==> src/rtl/ffpr_pkg.sv <==
// ---------------------------------------------------------------------------
// ffpr_pkg
// Shared types and constants of the flag framed packet receiver.
// ---------------------------------------------------------------------------
package ffpr_pkg;

    // Payload store depth and derived widths
    localparam int PAYLOAD_BYTES = 5;
    localparam int FILL_W        = $clog2(PAYLOAD_BYTES + 1);
    localparam int STORE_W       = $clog2(PAYLOAD_BYTES);

    // APB map
    localparam int ADDR_W = 4;
    localparam int DATA_W = 32;

    typedef enum logic [1:0] {
        REG_START_FLAG    = 2'd0,
        REG_END_FLAG      = 2'd1,
        REG_TIMEOUT_TICKS = 2'd2
    } t_reg_idx;

    // Reset values of the registers
    localparam logic [7:0]  START_FLAG_RST    = 8'd255;
    localparam logic [7:0]  END_FLAG_RST      = 8'd254;
    localparam logic [15:0] TIMEOUT_TICKS_RST = 16'd1000;

    // Item kinds on the input tuser
    localparam logic FUNC_TICK = 1'b0;
    localparam logic FUNC_BYTE = 1'b1;

    typedef struct packed {
        logic [7:0]  start_flag;
        logic [7:0]  end_flag;
        logic [15:0] timeout_ticks;
    } t_cfg;

endpackage

==> src/rtl/ffpr_cfg.sv <==
// ---------------------------------------------------------------------------
// ffpr_cfg
// APB register file holding the start flag, end flag and timeout.
// ---------------------------------------------------------------------------
module ffpr_cfg (
    input  logic                           i_clk,
    input  logic                           i_rst_n,
    input  logic                           psel,
    input  logic                           penable,
    input  logic                           pwrite,
    input  logic [ffpr_pkg::ADDR_W-1:0]    paddr,
    input  logic [ffpr_pkg::DATA_W-1:0]    pwdata,
    output logic [ffpr_pkg::DATA_W-1:0]    prdata,
    output logic                           pready,
    output ffpr_pkg::t_cfg                 o_cfg
);
    import ffpr_pkg::*;

    t_cfg     r_cfg;
    t_reg_idx w_idx;
    logic     w_wr;

    assign pready = 1'b1;
    assign w_idx  = t_reg_idx'(paddr[3:2]);
    assign w_wr   = psel & penable & pwrite & pready;

    // Register writes
    always_ff @(posedge i_clk) begin
        if (!i_rst_n) begin
            r_cfg.start_flag    <= START_FLAG_RST;
            r_cfg.end_flag      <= END_FLAG_RST;
            r_cfg.timeout_ticks <= TIMEOUT_TICKS_RST;
        end else if (w_wr) begin
            case (w_idx)
                REG_START_FLAG:    r_cfg.start_flag    <= pwdata[7:0];
                REG_END_FLAG:      r_cfg.end_flag      <= pwdata[7:0];
                REG_TIMEOUT_TICKS: r_cfg.timeout_ticks <= pwdata[15:0];
                default: ;
            endcase
        end
    end

    // Read mux
    always_comb begin
        prdata = '0;
        case (w_idx)
            REG_START_FLAG:    prdata = {24'd0, r_cfg.start_flag};
            REG_END_FLAG:      prdata = {24'd0, r_cfg.end_flag};
            REG_TIMEOUT_TICKS: prdata = {16'd0, r_cfg.timeout_ticks};
            default:           prdata = '0;
        endcase
    end

    assign o_cfg = r_cfg;

endmodule

==> src/rtl/flag_framed_packet_receiver_top.sv <==
// ---------------------------------------------------------------------------
// flag_framed_packet_receiver_top
// Deframes start/end flagged packets from a stream of bytes and ticks.
// ---------------------------------------------------------------------------
// An accepted input beat passes the input register, then the result register,
// to become its result beat. Throughput: one item per cycle unless the
// result side stalls; the deframer state updates in one pass.
// Reset (synchronous, active low) closes any packet, clears the fill index,
// elapsed and drop counters, and restores the register defaults.
module flag_framed_packet_receiver_top (
    input  logic                           i_clk,
    input  logic                           i_rst_n,
    // input stream
    input  logic                           s_axis_tvalid,
    output logic                           s_axis_tready,
    input  logic [7:0]                     s_axis_tdata,  // [7:0] rx_byte
    input  logic                           s_axis_tuser,  // [0] func
    // result stream
    output logic                           m_axis_tvalid,
    input  logic                           m_axis_tready,
    // [7:0] mode_flag, [15:8] sail_angle, [23:16] helm_angle, [39:24] drop_total
    output logic [39:0]                    m_axis_tdata,
    output logic                           m_axis_tuser,  // [0] packet_valid
    // configuration
    input  logic                           psel,
    input  logic                           penable,
    input  logic                           pwrite,
    input  logic [ffpr_pkg::ADDR_W-1:0]    paddr,
    input  logic [ffpr_pkg::DATA_W-1:0]    pwdata,
    output logic [ffpr_pkg::DATA_W-1:0]    prdata,
    output logic                           pready
);
    import ffpr_pkg::*;

    t_cfg w_cfg;

    ffpr_cfg u_cfg (
        .i_clk   (i_clk),
        .i_rst_n (i_rst_n),
        .psel    (psel),
        .penable (penable),
        .pwrite  (pwrite),
        .paddr   (paddr),
        .pwdata  (pwdata),
        .prdata  (prdata),
        .pready  (pready),
        .o_cfg   (w_cfg)
    );

    // Pipeline control
    logic r_in_valid, r_out_valid;
    logic r_in_func;
    logic [7:0] r_in_byte;
    logic w_adv;

    assign w_adv         = !r_out_valid || m_axis_tready;
    assign s_axis_tready = !r_in_valid || w_adv;

    // Input register
    always_ff @(posedge i_clk) begin
        if (!i_rst_n) begin
            r_in_valid <= 1'b0;
        end else if (s_axis_tready) begin
            r_in_valid <= s_axis_tvalid;
        end
    end

    always_ff @(posedge i_clk) begin
        if (s_axis_tready && s_axis_tvalid) begin
            r_in_func <= s_axis_tuser;
            r_in_byte <= s_axis_tdata;
        end
    end

    // Deframer state
    logic              r_open;
    logic [FILL_W-1:0] r_fill;
    logic [15:0]       r_elapsed;
    logic [15:0]       r_drops;
    logic [7:0]        r_store [PAYLOAD_BYTES];

    logic              n_open;
    logic [FILL_W-1:0] n_fill;
    logic [15:0]       n_elapsed;
    logic [15:0]       n_drops;
    logic              n_pkt;
    logic              n_wr;
    logic              w_timeout;
    logic              w_open_a;
    logic [FILL_W-1:0] w_fill_a;
    logic              w_is_byte;

    // Single pass update for one item
    always_comb begin
        w_is_byte = (r_in_func == FUNC_BYTE);
        n_elapsed = r_elapsed;
        if (!w_is_byte && r_open && r_elapsed != 16'hFFFF) begin
            n_elapsed = r_elapsed + 16'd1;
        end
        // timeout check comes after the tick count
        w_timeout = r_open && (n_elapsed > w_cfg.timeout_ticks);
        w_open_a  = r_open && !w_timeout;
        w_fill_a  = w_timeout ? '0 : r_fill;
        n_open    = w_open_a;
        n_fill    = w_fill_a;
        n_drops   = r_drops + {15'd0, w_timeout};
        n_pkt     = 1'b0;
        n_wr      = 1'b0;
        if (w_is_byte) begin
            if (r_in_byte == w_cfg.start_flag) begin
                n_open    = 1'b1;
                n_fill    = '0;
                n_elapsed = '0;
            end else if (w_open_a && r_in_byte == w_cfg.end_flag &&
                         w_fill_a == FILL_W'(PAYLOAD_BYTES)) begin
                n_open = 1'b0;
                n_fill = '0;
                n_pkt  = 1'b1;
            end else if (w_open_a) begin
                if (w_fill_a < FILL_W'(PAYLOAD_BYTES)) begin
                    n_wr   = 1'b1;
                    n_fill = w_fill_a + FILL_W'(1);
                end else begin
                    // overflow drops the packet
                    n_open  = 1'b0;
                    n_fill  = '0;
                    n_drops = r_drops + 16'd1;
                end
            end
        end
    end

    logic w_fire;
    assign w_fire = r_in_valid && w_adv;

    always_ff @(posedge i_clk) begin
        if (!i_rst_n) begin
            r_open    <= 1'b0;
            r_fill    <= '0;
            r_elapsed <= '0;
            r_drops   <= '0;
        end else if (w_fire) begin
            r_open    <= n_open;
            r_fill    <= n_fill;
            r_elapsed <= n_elapsed;
            r_drops   <= n_drops;
        end
    end

    // Payload store, no reset
    always_ff @(posedge i_clk) begin
        if (w_fire && n_wr) begin
            r_store[r_fill[STORE_W-1:0]] <= r_in_byte;
        end
    end

    // Result register
    logic        r_pkt;
    logic [23:0] r_bytes;
    logic [15:0] r_drop_out;

    always_ff @(posedge i_clk) begin
        if (!i_rst_n) begin
            r_out_valid <= 1'b0;
        end else if (w_adv) begin
            r_out_valid <= r_in_valid;
        end
    end

    always_ff @(posedge i_clk) begin
        if (w_fire) begin
            r_pkt      <= n_pkt;
            r_bytes    <= n_pkt ? {r_store[2], r_store[1], r_store[0]} : 24'd0;
            r_drop_out <= n_drops;
        end
    end

    assign m_axis_tvalid = r_out_valid;
    assign m_axis_tuser  = r_pkt;
    assign m_axis_tdata  = {r_drop_out, r_bytes};

endmodule

==> config.mk <==
export PLATFORM = sky130hd
export DESIGN_NAME = flag_framed_packet_receiver_top
export DESIGN_NICKNAME = d
export VERILOG_FILES = /design/src/rtl/ffpr_pkg.sv /design/src/rtl/ffpr_cfg.sv /design/src/rtl/flag_framed_packet_receiver_top.sv
export SDC_FILE = /design/constraint.sdc
export NUM_CORES = 1
export LEC_CHECK = 0
export BUFFER_PORTS_ARGS = -buffer_cell sky130_fd_sc_hd__buf_2
export CORE_MARGIN = 3
export CORE_UTILIZATION = 47
export DETAILED_ROUTE_END_ITERATION = 6
export MAX_ROUTING_LAYER = met4
export PLACE_DENSITY = 0.65
export SKIP_CTS_REPAIR_TIMING = 1
export SLEW_MARGIN = 20
export SYNTH_ARGS = -nofsm -noshare
export SYNTH_HDL_FRONTEND = slang
export SYNTH_SLANG_ARGS = --single-unit
==> constraint.sdc <==
create_clock -name i_clk -period 8.7 [get_ports i_clk]
set_input_delay 0.87 -clock i_clk [delete_from_list [all_inputs] [get_ports i_clk]]
set_output_delay 0.87 -clock i_clk [all_outputs]
set_load 0.02 [all_outputs]
; Yosys cells after proc, flatten, opt, wreduce, memory -nomap -nowiden
; Memory sizes are Yosys's and may differ from the RTL's. A register that Yosys moved wholly into a read port is not among the register bits.
; Index checks and enable logic that the tools add are counted.
[op_classes]
n_addsub = 4
order_cmp = 2
eq_ne = 6
mux = 27
n_bitwise = 2
n_reduce_logical = 22
[ops]
columns = cell, count
row1 = 2-to-1 mux 16 bit, 8
row2 = one-hot mux 16 bit (3 select lines), 1
row3 = "adder 16 x 1 -> 16 bit, second input constant", 2
row4 = 2-to-1 mux 3 bit, 6
row5 = adder 16 x 1 -> 16 bit, 1
row6 = == test 8 bit, 2
row7 = > comparator 16 bit, 1
row8 = "inequality test 16 bit, second input constant", 1
row9 = 2-to-1 mux 1 bit, 12
row10 = logical AND 1 bit, 9
row11 = logical NOT 1 bit, 7
row12 = AND reduction 2 bit, 3
row13 = "adder 3 x 1 -> 3 bit, second input constant", 1
row14 = "== test 3 bit, second input constant", 1
row15 = "< comparator 3 bit, second input constant", 1
row16 = AND 1 bit, 2
row17 = "== test 2 x 1 -> 1 bit, second input constant", 1
row18 = "== test 2 bit, second input constant", 1
row19 = logical NOT 2 bit, 1
row20 = logical OR 1 bit, 2
[totals]
ff_bits = 96
ram_bits = 40
inputBits = 52
out_inout_bits = 76
word_cells = 77
memories = 1
[mem_list]
columns = name, words, word_bits, rd, rd_clocked_by_memory_dff, write_ports, line_no
row1 = r_store, 5, 8, 3, 3, 1, flag_framed_packet_receiver_top.sv:80  ; logic [7:0] r_store [PAYLOAD_BYTES];

; Longest topological paths before layout
; Gate-level depths: netlist of run 1.
[depth]
word_depth = 16
ltp_mapped = 22
mapped_depth_nobuf = 20

; Cells and area by module
; From an unflattened synthesis of run 1, not the netlist that was laid out.
[hier_totals]
cells_unflattened = 698
hier_area_um2 = 7221.9
[modules_own_cells]
columns = module, n_inst, cells_each, area_per_inst_um2, seq_area_each_um2
row1 = flag_framed_packet_receiver_top, 1, 511, 5586.6, 2982.9
row2 = ffpr_cfg, 1, 187, 1635.3, 640.6

; Worst setup path after synthesis of run 1
; Ideal clock, no wire load.
[synth_path]
path_kind = reg-to-reg
start = reg r_elapsed[2]
end = reg r_drop_out[12], data pin
setup_time_ps = 258
arrival_time_ps = 4847
required_ps = 8442
slack_ps = 3595
stages_incl_launch_ff = 21
n_path_buf = 2
synth_period_minus_slack_ps = 5105
cell_sequence = dfxtp_1 -> clkbuf_2 -> nand4_1 -> or2_2 -> buf_2 -> a2111o_1 -> nor2_1 -> nand3_1 -> xnor2_1 -> ha_1 -> nand4_1 -> a2111o_1 -> a311oi_1 -> nor2b_1 -> ha_1 -> and3_1 -> nand3_1 -> nor3b_1 -> nand3_1 -> a21bo_2 -> xnor2_1
[synth_via]
elab_chain_cells = 12
elab_cells_between_ends = 19
cone_classes = 2 x add/sub / 2 x order compare / 2 x eq/ne / 7 x mux / 6 x reduce/logical
[synth_rtl]
columns = item, line_no
row1 = from (decl), flag_framed_packet_receiver_top.sv:78  ; logic [15:0] r_elapsed;
row2 = from (signal assigned), flag_framed_packet_receiver_top.sv:145  ; r_elapsed <= n_elapsed;
row3 = branches (longest 2 deep; another with adder 16 x 1 -> 16 bit), --
row4 = 2-to-1 mux 16 bit *, flag_framed_packet_receiver_top.sv:97  ; if (!w_is_byte && r_open && r_elapsed != 16'hFFFF) begin
row5 = > comparator 16 bit *, flag_framed_packet_receiver_top.sv:101  ; w_timeout = r_open && (n_elapsed > w_cfg.timeout_ticks);
row6 = logical AND 1 bit *, flag_framed_packet_receiver_top.sv:101
row7 = branches (longest 6 deep; another with adder 16 x 1 -> 16 bit), --
row8 = 2-to-1 mux 16 bit *, flag_framed_packet_receiver_top.sv:109  ; if (w_is_byte) begin
row9 = named net n_drops[12], flag_framed_packet_receiver_top.sv:85  ; logic [15:0] n_drops;
row10 = to (signal assigned), flag_framed_packet_receiver_top.sv:174  ; r_drop_out <= n_drops;
row11 = to (decl), flag_framed_packet_receiver_top.sv:160  ; logic [15:0] r_drop_out;
; Mark *: on every way through the listed nets, which the timed path passes.
; A chain may end at the register's enable or synchronous reset.

; Worst setup path after layout of run 1
[layout_path]
start = reg r_open
end = reg r_drop_out[5], data pin
[layout_via]
elab_chain_cells = 12
elab_cells_between_ends = 18
cone_classes = 1 x add/sub / 2 x order compare / 1 x eq/ne / 7 x mux / 7 x reduce/logical
[layout_rtl]
columns = item, line_no
row1 = from (decl), flag_framed_packet_receiver_top.sv:76  ; logic r_open;
row2 = from (signal assigned), flag_framed_packet_receiver_top.sv:143  ; r_open <= n_open;
row3 = branches (longest 11 deep; another with > comparator 16 bit), --
row4 = 2-to-1 mux 16 bit *, flag_framed_packet_receiver_top.sv:109
row5 = named net n_drops[5], flag_framed_packet_receiver_top.sv:85
; Marked as above.

==> flow_summary.json, run 1 <==
{
  "cpMaxStageDelayCell": "a311oi_1",
  "grt-ovfl-total": 0,
  "crit_required_ns": 8.87,
  "h-tree-depth": 4,
  "yosysWarnings": 0,
  "post-route-period-util_pct": 70.9,
  "place_ws_ns": 2.54,
  "path_depth": 18,
  "grt_pass1_wl_um": 26400,
  "path_buf_inv": 0,
  "via_per_inst": 5.46,
  "fill_cells": 1368,
  "core_um2": 15200,
  "peakVddDrop_uv": 137,
  "cp_top_family": "simple AND/OR/NAND/NOR gates",
  "placed_area_um2": 7850,
  "ys.flop_type": "edfxtp_1",
  "nets": 886,
  "pin_count": 128,
  "netSwitchingPower_mw": 0.381,
  "slew_violations": 0,
  "num_vias": 5531,
  "power.density_nw_per_um2": 183,
  "cp-start-kind": "register",
  "cts_buffers": 17,
  "synth-compound-area-share_pct": 11.4,
  "synthMuxAreaShare_pct": 4.27,
  "synth_edf_count": 74,
  "die_w_um": 131,
  "finalHoldViolations": 0,
  "start_util_pct": 48.2,
  "fin_skew_ns": 0.00799,
  "cap_violations": 0,
  "crit_path_max_fanout": 9,
  "cts.sinks": 144,
  "synthXorXnorAreaFrac_pct": 5.38,
  "num_rows": 45,
  "path_clk_slew_ns": 0.06,
  "drc": 0,
  "place_congestion": 0.907,
  "grt_pass1_vias": 5393,
  "antenna_found_initial": 0,
  "fin_total_pwr_mw": 1.54,
  "synth_seq_cells": 144,
  "setup_ws_ns": 2.53,
  "ant_nets": 0,
  "hp-class": "register to register",
  "die_h_um": 131,
  "wirelength_um": 16000,
  "cts_root_buf": "clkbuf_16",
  "min_period_ns": 6.17,
  "grtUsageTotal_pct": 20.1,
  "crit_top_cell": "nand3_1",
  "final-setup-viol-count": 0,
  "insertion_delay_ns": 0.43,
  "rr_worst_depth": 18,
  "async_reset_ff_share_pct": 0,
  "drtPass1Iterations": 6,
  "arrival_ns": 6.34,
  "synth_top_family_by_area": "simple AND/OR/NAND/NOR gates",
  "power_frac_seq_pct": 47.9,
  "p_leak_nw": 3.35,
  "outcome": "finished clean",
  "synth_cell_types": 57,
  "syn_area_per_cell_um2": 9.99,
  "tns_ns": 0,
  "clock_power_share_pct": 46.0,
  "crit_chain": "nor2b_1 -> nand3_1 -> a2111o_1 -> nor2_1 -> nand3_1 -> xnor2_1 -> ha_1 -> nand4_1 -> a2111o_1 -> a311oi_1 -> nor2b_1 -> ha_1 -> and3_1 -> nand3_1 -> nor3b_1 -> nand3_1 -> a21boi_0 -> xor2_1",
  "worst_pin_slew_ns": 1.07,
  "max-slew-margin-rel_pct": 28.5,
  "drive_above_1_share_pct": 17.8,
  "crit_type": "register to register",
  "syn_area_um2": 7330,
  "cts_tree": "built",
  "yosys.area_share.simple_pct": 20.8,
  "io_buffers": 92,
  "grt_max_degree": 91,
  "clk_path_buf_depth": 2,
  "drt_iter0_markers": 394,
  "dp_hpwl_um": 11100,
  "antenna_cells": 0,
  "final_area_um2": 8430,
  "die-area_um2": 17100,
  "ys_seq_area_share_pct": 49.5,
  "netSwitchingFraction_pct": 24.7,
  "layout_commonest_cell": "nand2_1",
  "power.share.combinational_pct": 6.0,
  "rsz0062_at_grt": "no",
  "max_stage_delay_ns": 0.61,
  "synth_cells": 733,
  "wl_per_cell_um": 15.8,
  "most-common-layout-cells": "113 x nand2_1, 92 x buf_2, 74 x edfxtp_1",
  "fmax_ghz": 0.162,
  "whs_path_depth": 2,
  "endpoint_kind": "register",
  "internal_power_mw": 1.16,
  "synth_adder_area_share_pct": 3.76,
  "area_growth_pct": 15.1
}
==> state kept, by name (all words and copies together) (netlist names) <==
name / count
r_in_byte: 8
u_cfg.o_cfg: 32
r_elapsed: 16
r_open: 1
r_bytes: 24
r_in_func: 1
m_axis_tuser: 1
r_fill: 3
r_drop_out: 16
r_store: 24
r_in_valid: 1
m_axis_tvalid: 1
r_drops: 16
==> worst min-delay path: stages (launching register included) <==
cell and delay [ns]:
dfxtp_1 0.32, nand2_1 0.05, a21boi_0 0.06
==> metal layers <==
layer | track usage, % | up-vias | part of all wire, %
met4 | 7.20 | 0 | 1.8
met1 | 25.6 | 2645 | 45
met3 | 4.51 | 23 | 4.3
met2 | 31.7 | 147 | 49
li1 | - | 2716 | -
met5 | - | - | 0
==> logic make-up (layout without fill, tap and decap cells) <==
kind of cell               Yosys count  after routing
xor gates and xnor gates            45             45
and+or+nand+nor                    300            300
adders and majority gates           22             22
DFF                                144            144
muxes                               31             31
buffers and inverters               74            151
other                                2             17
AOI/OAI and AO/OA                  115            115
==> path summary, 6_finish.rpt <==
kind | from | to | slack (ns)
worst min register to register | u_cfg.o_cfg[15]$_SDFFE_PN0P_ | u_cfg.o_cfg[15]$_SDFFE_PN0P_ | 0.49
worst max register to register | r_open$_SDFFE_PN0P_ | r_drop_out[5]$_DFFE_PP_ | 2.53
worst min-delay path | u_cfg.o_cfg[15]$_SDFFE_PN0P_ | u_cfg.o_cfg[15]$_SDFFE_PN0P_ | 0.49
worst max-delay path | r_open$_SDFFE_PN0P_ | r_drop_out[5]$_DFFE_PP_ | 2.53
==> area by class of cell <==
type / instances / area [um^2] / share of cell area, %
inverters: 22 / 82.6 / 0.980
flip-flops and latches: 144 / 3620 / 43.0
repair buffers: 97 / 498 / 5.91
multi-input cells: 530 / 3410 / 40.5
clock buffers: 17 / 425 / 5.05
clock inverters: 15 / 150 / 1.78
well taps: 188 / 235 / 2.79
==> stage by stage <==
step / cells / hold WS, ns / util [%]
floorplan: 748 / 0.452 / -
global placement: 981 / 0.477 / 51.6
detailed placement: 981 / 0.479 / 51.6
CTS: 1013 / 0.490 / 55.4
global route: 1013 / 0.517 / 55.4
finish: 1013 / 0.488 / 55.4
==> power by group through the flow <==
stage | sequential, mW | clock, mW | combinational, mW
final | 0.738 | 0.709 | 0.0932
after global routing | 0.740 | 0.749 | 0.103
after CTS | 0.738 | 0.722 | 0.0937
after detailed placement | 0.753 | 0 | 0.0933
after global placement | 0.752 | 0 | 0.0917
after floorplan | 0.760 | 0 | 0.0585
==> Yosys cell counts (3+ instances only) <==
cell type / count / area share (%)
o211ai_1: 7 / 0.72
a21boi_0: 15 / 1.5
buf_4: 19 / 1.9
mux2i_1: 29 / 4.0
nand3_1: 30 / 2.0
a22oi_1: 6 / 0.61
nand2_1: 113 / 5.8
a21oi_1: 25 / 1.7
nand2b_1: 17 / 1.5
nand3b_1: 3 / 0.31
nor2_1: 18 / 0.92
nor3b_1: 6 / 0.61
o21a_1: 10 / 1.0
o21ai_0: 20 / 1.4
buf_2: 4 / 0.27
clkbuf_1: 26 / 1.3
and4_1: 3 / 0.36
xor2_1: 21 / 2.5
dfxtp_1: 70 / 19
nand4_1: 20 / 1.7
xnor2_1: 24 / 2.9
and2_1: 40 / 3.4
inv_1: 22 / 1.1
edfxtp_1: 74 / 30
a21o_1: 3 / 0.31
o21ba_2: 3 / 0.41
ha_1: 22 / 3.8
nor3_1: 12 / 0.82
and3_1: 12 / 1.0
or3_1: 3 / 0.26
a41o_1: 4 / 0.55
nor2b_1: 16 / 1.4
(Power assumes the default switching activity.)
==> run 2, diff against run 1 <==
--- a/config.mk
+++ b/config.mk
@@ -5,6 +5,7 @@
 export SDC_FILE = /design/constraint.sdc
 export NUM_CORES = 1
 export LEC_CHECK = 0
+export ABC_AREA = 1
 export BUFFER_PORTS_ARGS = -buffer_cell sky130_fd_sc_hd__buf_2
 export CORE_MARGIN = 3
 export CORE_UTILIZATION = 47
==> constraint.sdc (replaced) <==
create_clock -name i_clk -period 5.7 [get_ports i_clk]
set_input_delay 0.57 -clock i_clk [delete_from_list [all_inputs] [get_ports i_clk]]
set_output_delay 0.57 -clock i_clk [all_outputs]
set_load 0.02 [all_outputs]
==> run 2 against run 1 <==
Against the previous run: final area is 0.85% higher; synthesized area rose by 0.38%; critical path type unchanged; clock skew rose by 0.0069 ns; register-to-register slack got worse by 1.6 ns; fmax grew 29%; core utilization is 0.26 points higher; largest power group unchanged; die area increased by 0.36%; sequential cell count unchanged; wire length fell by 3.2%.
==> flow_summary.json, run 2 <==
{
  "outcome": "finished clean",
  "layout_commonest_cell": "nand2_1",
  "fin_skew_ns": 0.0149,
  "post-route-period-util_pct": 83.9,
  "num_vias": 5823,
  "core_um2": 15300,
  "synthXorXnorAreaFrac_pct": 3.20,
  "syn_area_um2": 7350,
  "async_reset_ff_share_pct": 0,
  "synth_seq_cells": 144,
  "synth-compound-area-share_pct": 10.8,
  "rr_startpoint": "r_elapsed[0]$_SDFFE_PN0P_",
  "path_clk_slew_ns": 0.06,
  "dp_hpwl_um": 10900,
  "min_period_ns": 4.78,
  "num_rows": 45,
  "rr_worst_depth": 26,
  "synth_cell_types": 43,
  "p_leak_nw": 3.79,
  "max-slew-margin-rel_pct": 29.6,
  "io_buffers": 92,
  "cap_violations": 0,
  "drc": 0,
  "grt_pass1_wl_um": 25100,
  "yosysMostFrequentCell": "nand2_1",
  "via_per_inst": 4.86,
  "grt_max_degree": 75,
  "antenna_cells": 0,
  "place_congestion": 0.863,
  "synth_adder_area_share_pct": 3.74,
  "hp-class": "primary input to register",
  "synth_cells": 883,
  "ys_seq_area_share_pct": 49.3,
  "cts_tree": "built",
  "yosysTopAreaCell": "edfxtp_1",
  "synth_top_area_share_pct": 30.2,
  "ant_nets": 0,
  "cp-start-kind": "register",
  "yosys-top-cells-area": "edfxtp_1 30%, dfxtp_1 19%, nand2_1 9.1%",
  "crit_type": "register to register",
  "rsz0062_at_grt": "no",
  "setup_ws_ns": 0.920,
  "area_growth_pct": 15.6,
  "wirelength_um": 15500,
  "grtUsageTotal_pct": 19.3,
  "cts_buffers": 17,
  "place_ws_ns": 0.922,
  "drive_above_1_share_pct": 17.0,
  "yosysWarnings": 0,
  "clk_path_buf_depth": 2,
  "power.density_nw_per_um2": 286,
  "hold_start": "s_axis_tdata[4]",
  "arrival_ns": 4.96,
  "grt-ovfl-total": 0,
  "synth_edf_count": 74,
  "r2r_slack_ns": 0.92,
  "worst_pin_slew_ns": 1.05,
  "endpoint_kind": "register",
  "r2r_end": "r_drop_out[2]$_DFFE_PP_",
  "crit_required_ns": 5.88,
  "wl_per_cell_um": 12.9,
  "cts.sinks": 144,
  "peakVddDrop_uv": 220,
  "cts_root_buf": "clkbuf_16",
  "h-tree-depth": 4,
  "synthMuxAreaShare_pct": 0,
  "ys.flop_type": "edfxtp_1",
  "tns_ns": 0,
  "drtPass1Iterations": 5,
  "die_h_um": 131,
  "crit_path_max_fanout": 19,
  "start_util_pct": 48.2,
  "synth_top_family_by_area": "simple AND/OR/NAND/NOR gates",
  "finalHoldViolations": 0,
  "die-area_um2": 17200,
  "grt_pass1_vias": 5193,
  "pin_count": 128,
  "syn_area_per_cell_um2": 8.33,
  "hold_end": "r_in_byte[4]$_DFFE_PP_",
  "holdWs_ns": 0.309,
  "antenna_found_initial": 0,
  "fmax_ghz": 0.209,
  "slew_violations": 0,
  "yosys.area_share.simple_pct": 21.9,
  "largest_reg_flops": 32,
  "most-common-layout-cells": "179 x nand2_1, 142 x inv_1, 96 x nor2_1",
  "nets": 1047,
  "insertion_delay_ns": 0.44,
  "die_w_um": 131,
  "synth_common_cells": "179 x nand2_1, 142 x inv_1, 96 x nor2_1",
  "whs_path_depth": 1,
  "final-setup-viol-count": 0,
  "drt_iter0_markers": 410
}
run 2: cell types whose count changed in the layout (fill, tap and decap cells not counted), moves of 19 or more:
cell     previous run  this run
inv_1              21       142
nand2_1           113       179
mux2i_1            29         0
and2_1             40         0
nor2_1             17        96
xnor2_1            24         5
o21ai_0            20        42
run 2: final cells by class:
| cell class | instances | area [um^2] |
|---|---|---|
| Tap cell | 211 | 264 |
| Clock buffer | 18 | 429 |
| Fill cell | 1458 | 6760 |
| Inverter | 147 | 552 |
| Multi-Input combinational cell | 565 | 2980 |
| Timing Repair Buffer | 98 | 505 |
| Clock inverter | 14 | 148 |
| Sequential cell | 144 | 3620 |
run 2: how the worst max path moves through the flow:
stage	startpoint	end	slack, ns
6_report	r_elapsed[0]$_SDFFE_PN0P_	r_drop_out[2]$_DFFE_PP_	0.92
5_1_grt	r_elapsed[0]$_SDFFE_PN0P_	r_drop_out[2]$_DFFE_PP_	0.39
4_1_cts	r_elapsed[0]$_SDFFE_PN0P_	r_drop_out[2]$_DFFE_PP_	0.90
3_5_place_dp	r_elapsed[0]$_SDFFE_PN0P_	r_drop_out[2]$_DFFE_PP_	0.92
3_3_place_gp	r_elapsed[0]$_SDFFE_PN0P_	r_drop_out[2]$_DFFE_PP_	0.95
2_1_floorplan	r_elapsed[0]$_SDFFE_PN0P_	r_store[1][0]$_DFFE_PP_	1.40
run 2: critical path, stage by stage (launching register included):
cell,delay [ns]
dfxtp_1,0.34
ha_1,0.21
nand3_1,0.17
nor4_2,0.07
nand3_1,0.09
nand3_2,0.18
inv_2,0.27
nand2_1,0.12
or2_2,0.31
xor2_2,0.15
ha_1,0.27
nand2_1,0.08
nor3_2,0.25
nand2_1,0.08
nand2_1,0.09
nand3_1,0.17
nand2_1,0.19
ha_1,0.19
nand2_2,0.06
nor3_2,0.16
nand4_1,0.11
nor2_2,0.13
nand3_2,0.12
nand2_4,0.23
nor2_8,0.12
o21ai_0,0.29
inv_1,0.07
run 2: per-layer routing:
metal / routed length [um] / global-route usage (%) / up-vias
met5: 0 / - / -
met4: 233 / 6.53 / 0
met3: 745 / 4.17 / 15
met2: 7440 / 31.3 / 139
met1: 7070 / 24.0 / 2651
li1: - / - / 3018
run 2: where the power goes:
part	switching, mW	internal, mW	total, mW
Sequential	0.0261	1.12	1.15
Combinational	0.132	0.0569	0.189
Clock	0.471	0.617	1.09
run 2: cells by family (layout without fill, tap and decap cells):
family                   after synthesis  after routing
other                                  2             17
AO/OA/AOI/OAI                        136            136
flip-flops                           144            144
XOR/XNOR                              26             26
buffers and inverters                189            277
AND/OR/NAND/NOR                      364            364
adder cells (fa/ha/maj)               22             22
run 2: stage by stage:
step | utilization, % | total power, mW | area [um^2] | std cells
6_report | 55.7 | 2.43 | 8500 | 1197
5_1_grt | 55.7 | 2.52 | 8500 | 1197
4_1_cts | 55.7 | 2.45 | 8500 | 1197
3_5_place_dp | 51.9 | 1.36 | 7920 | 1165
3_3_place_gp | 51.9 | 1.36 | 7920 | 1165
2_1_floorplan | - | 1.31 | 7410 | 898
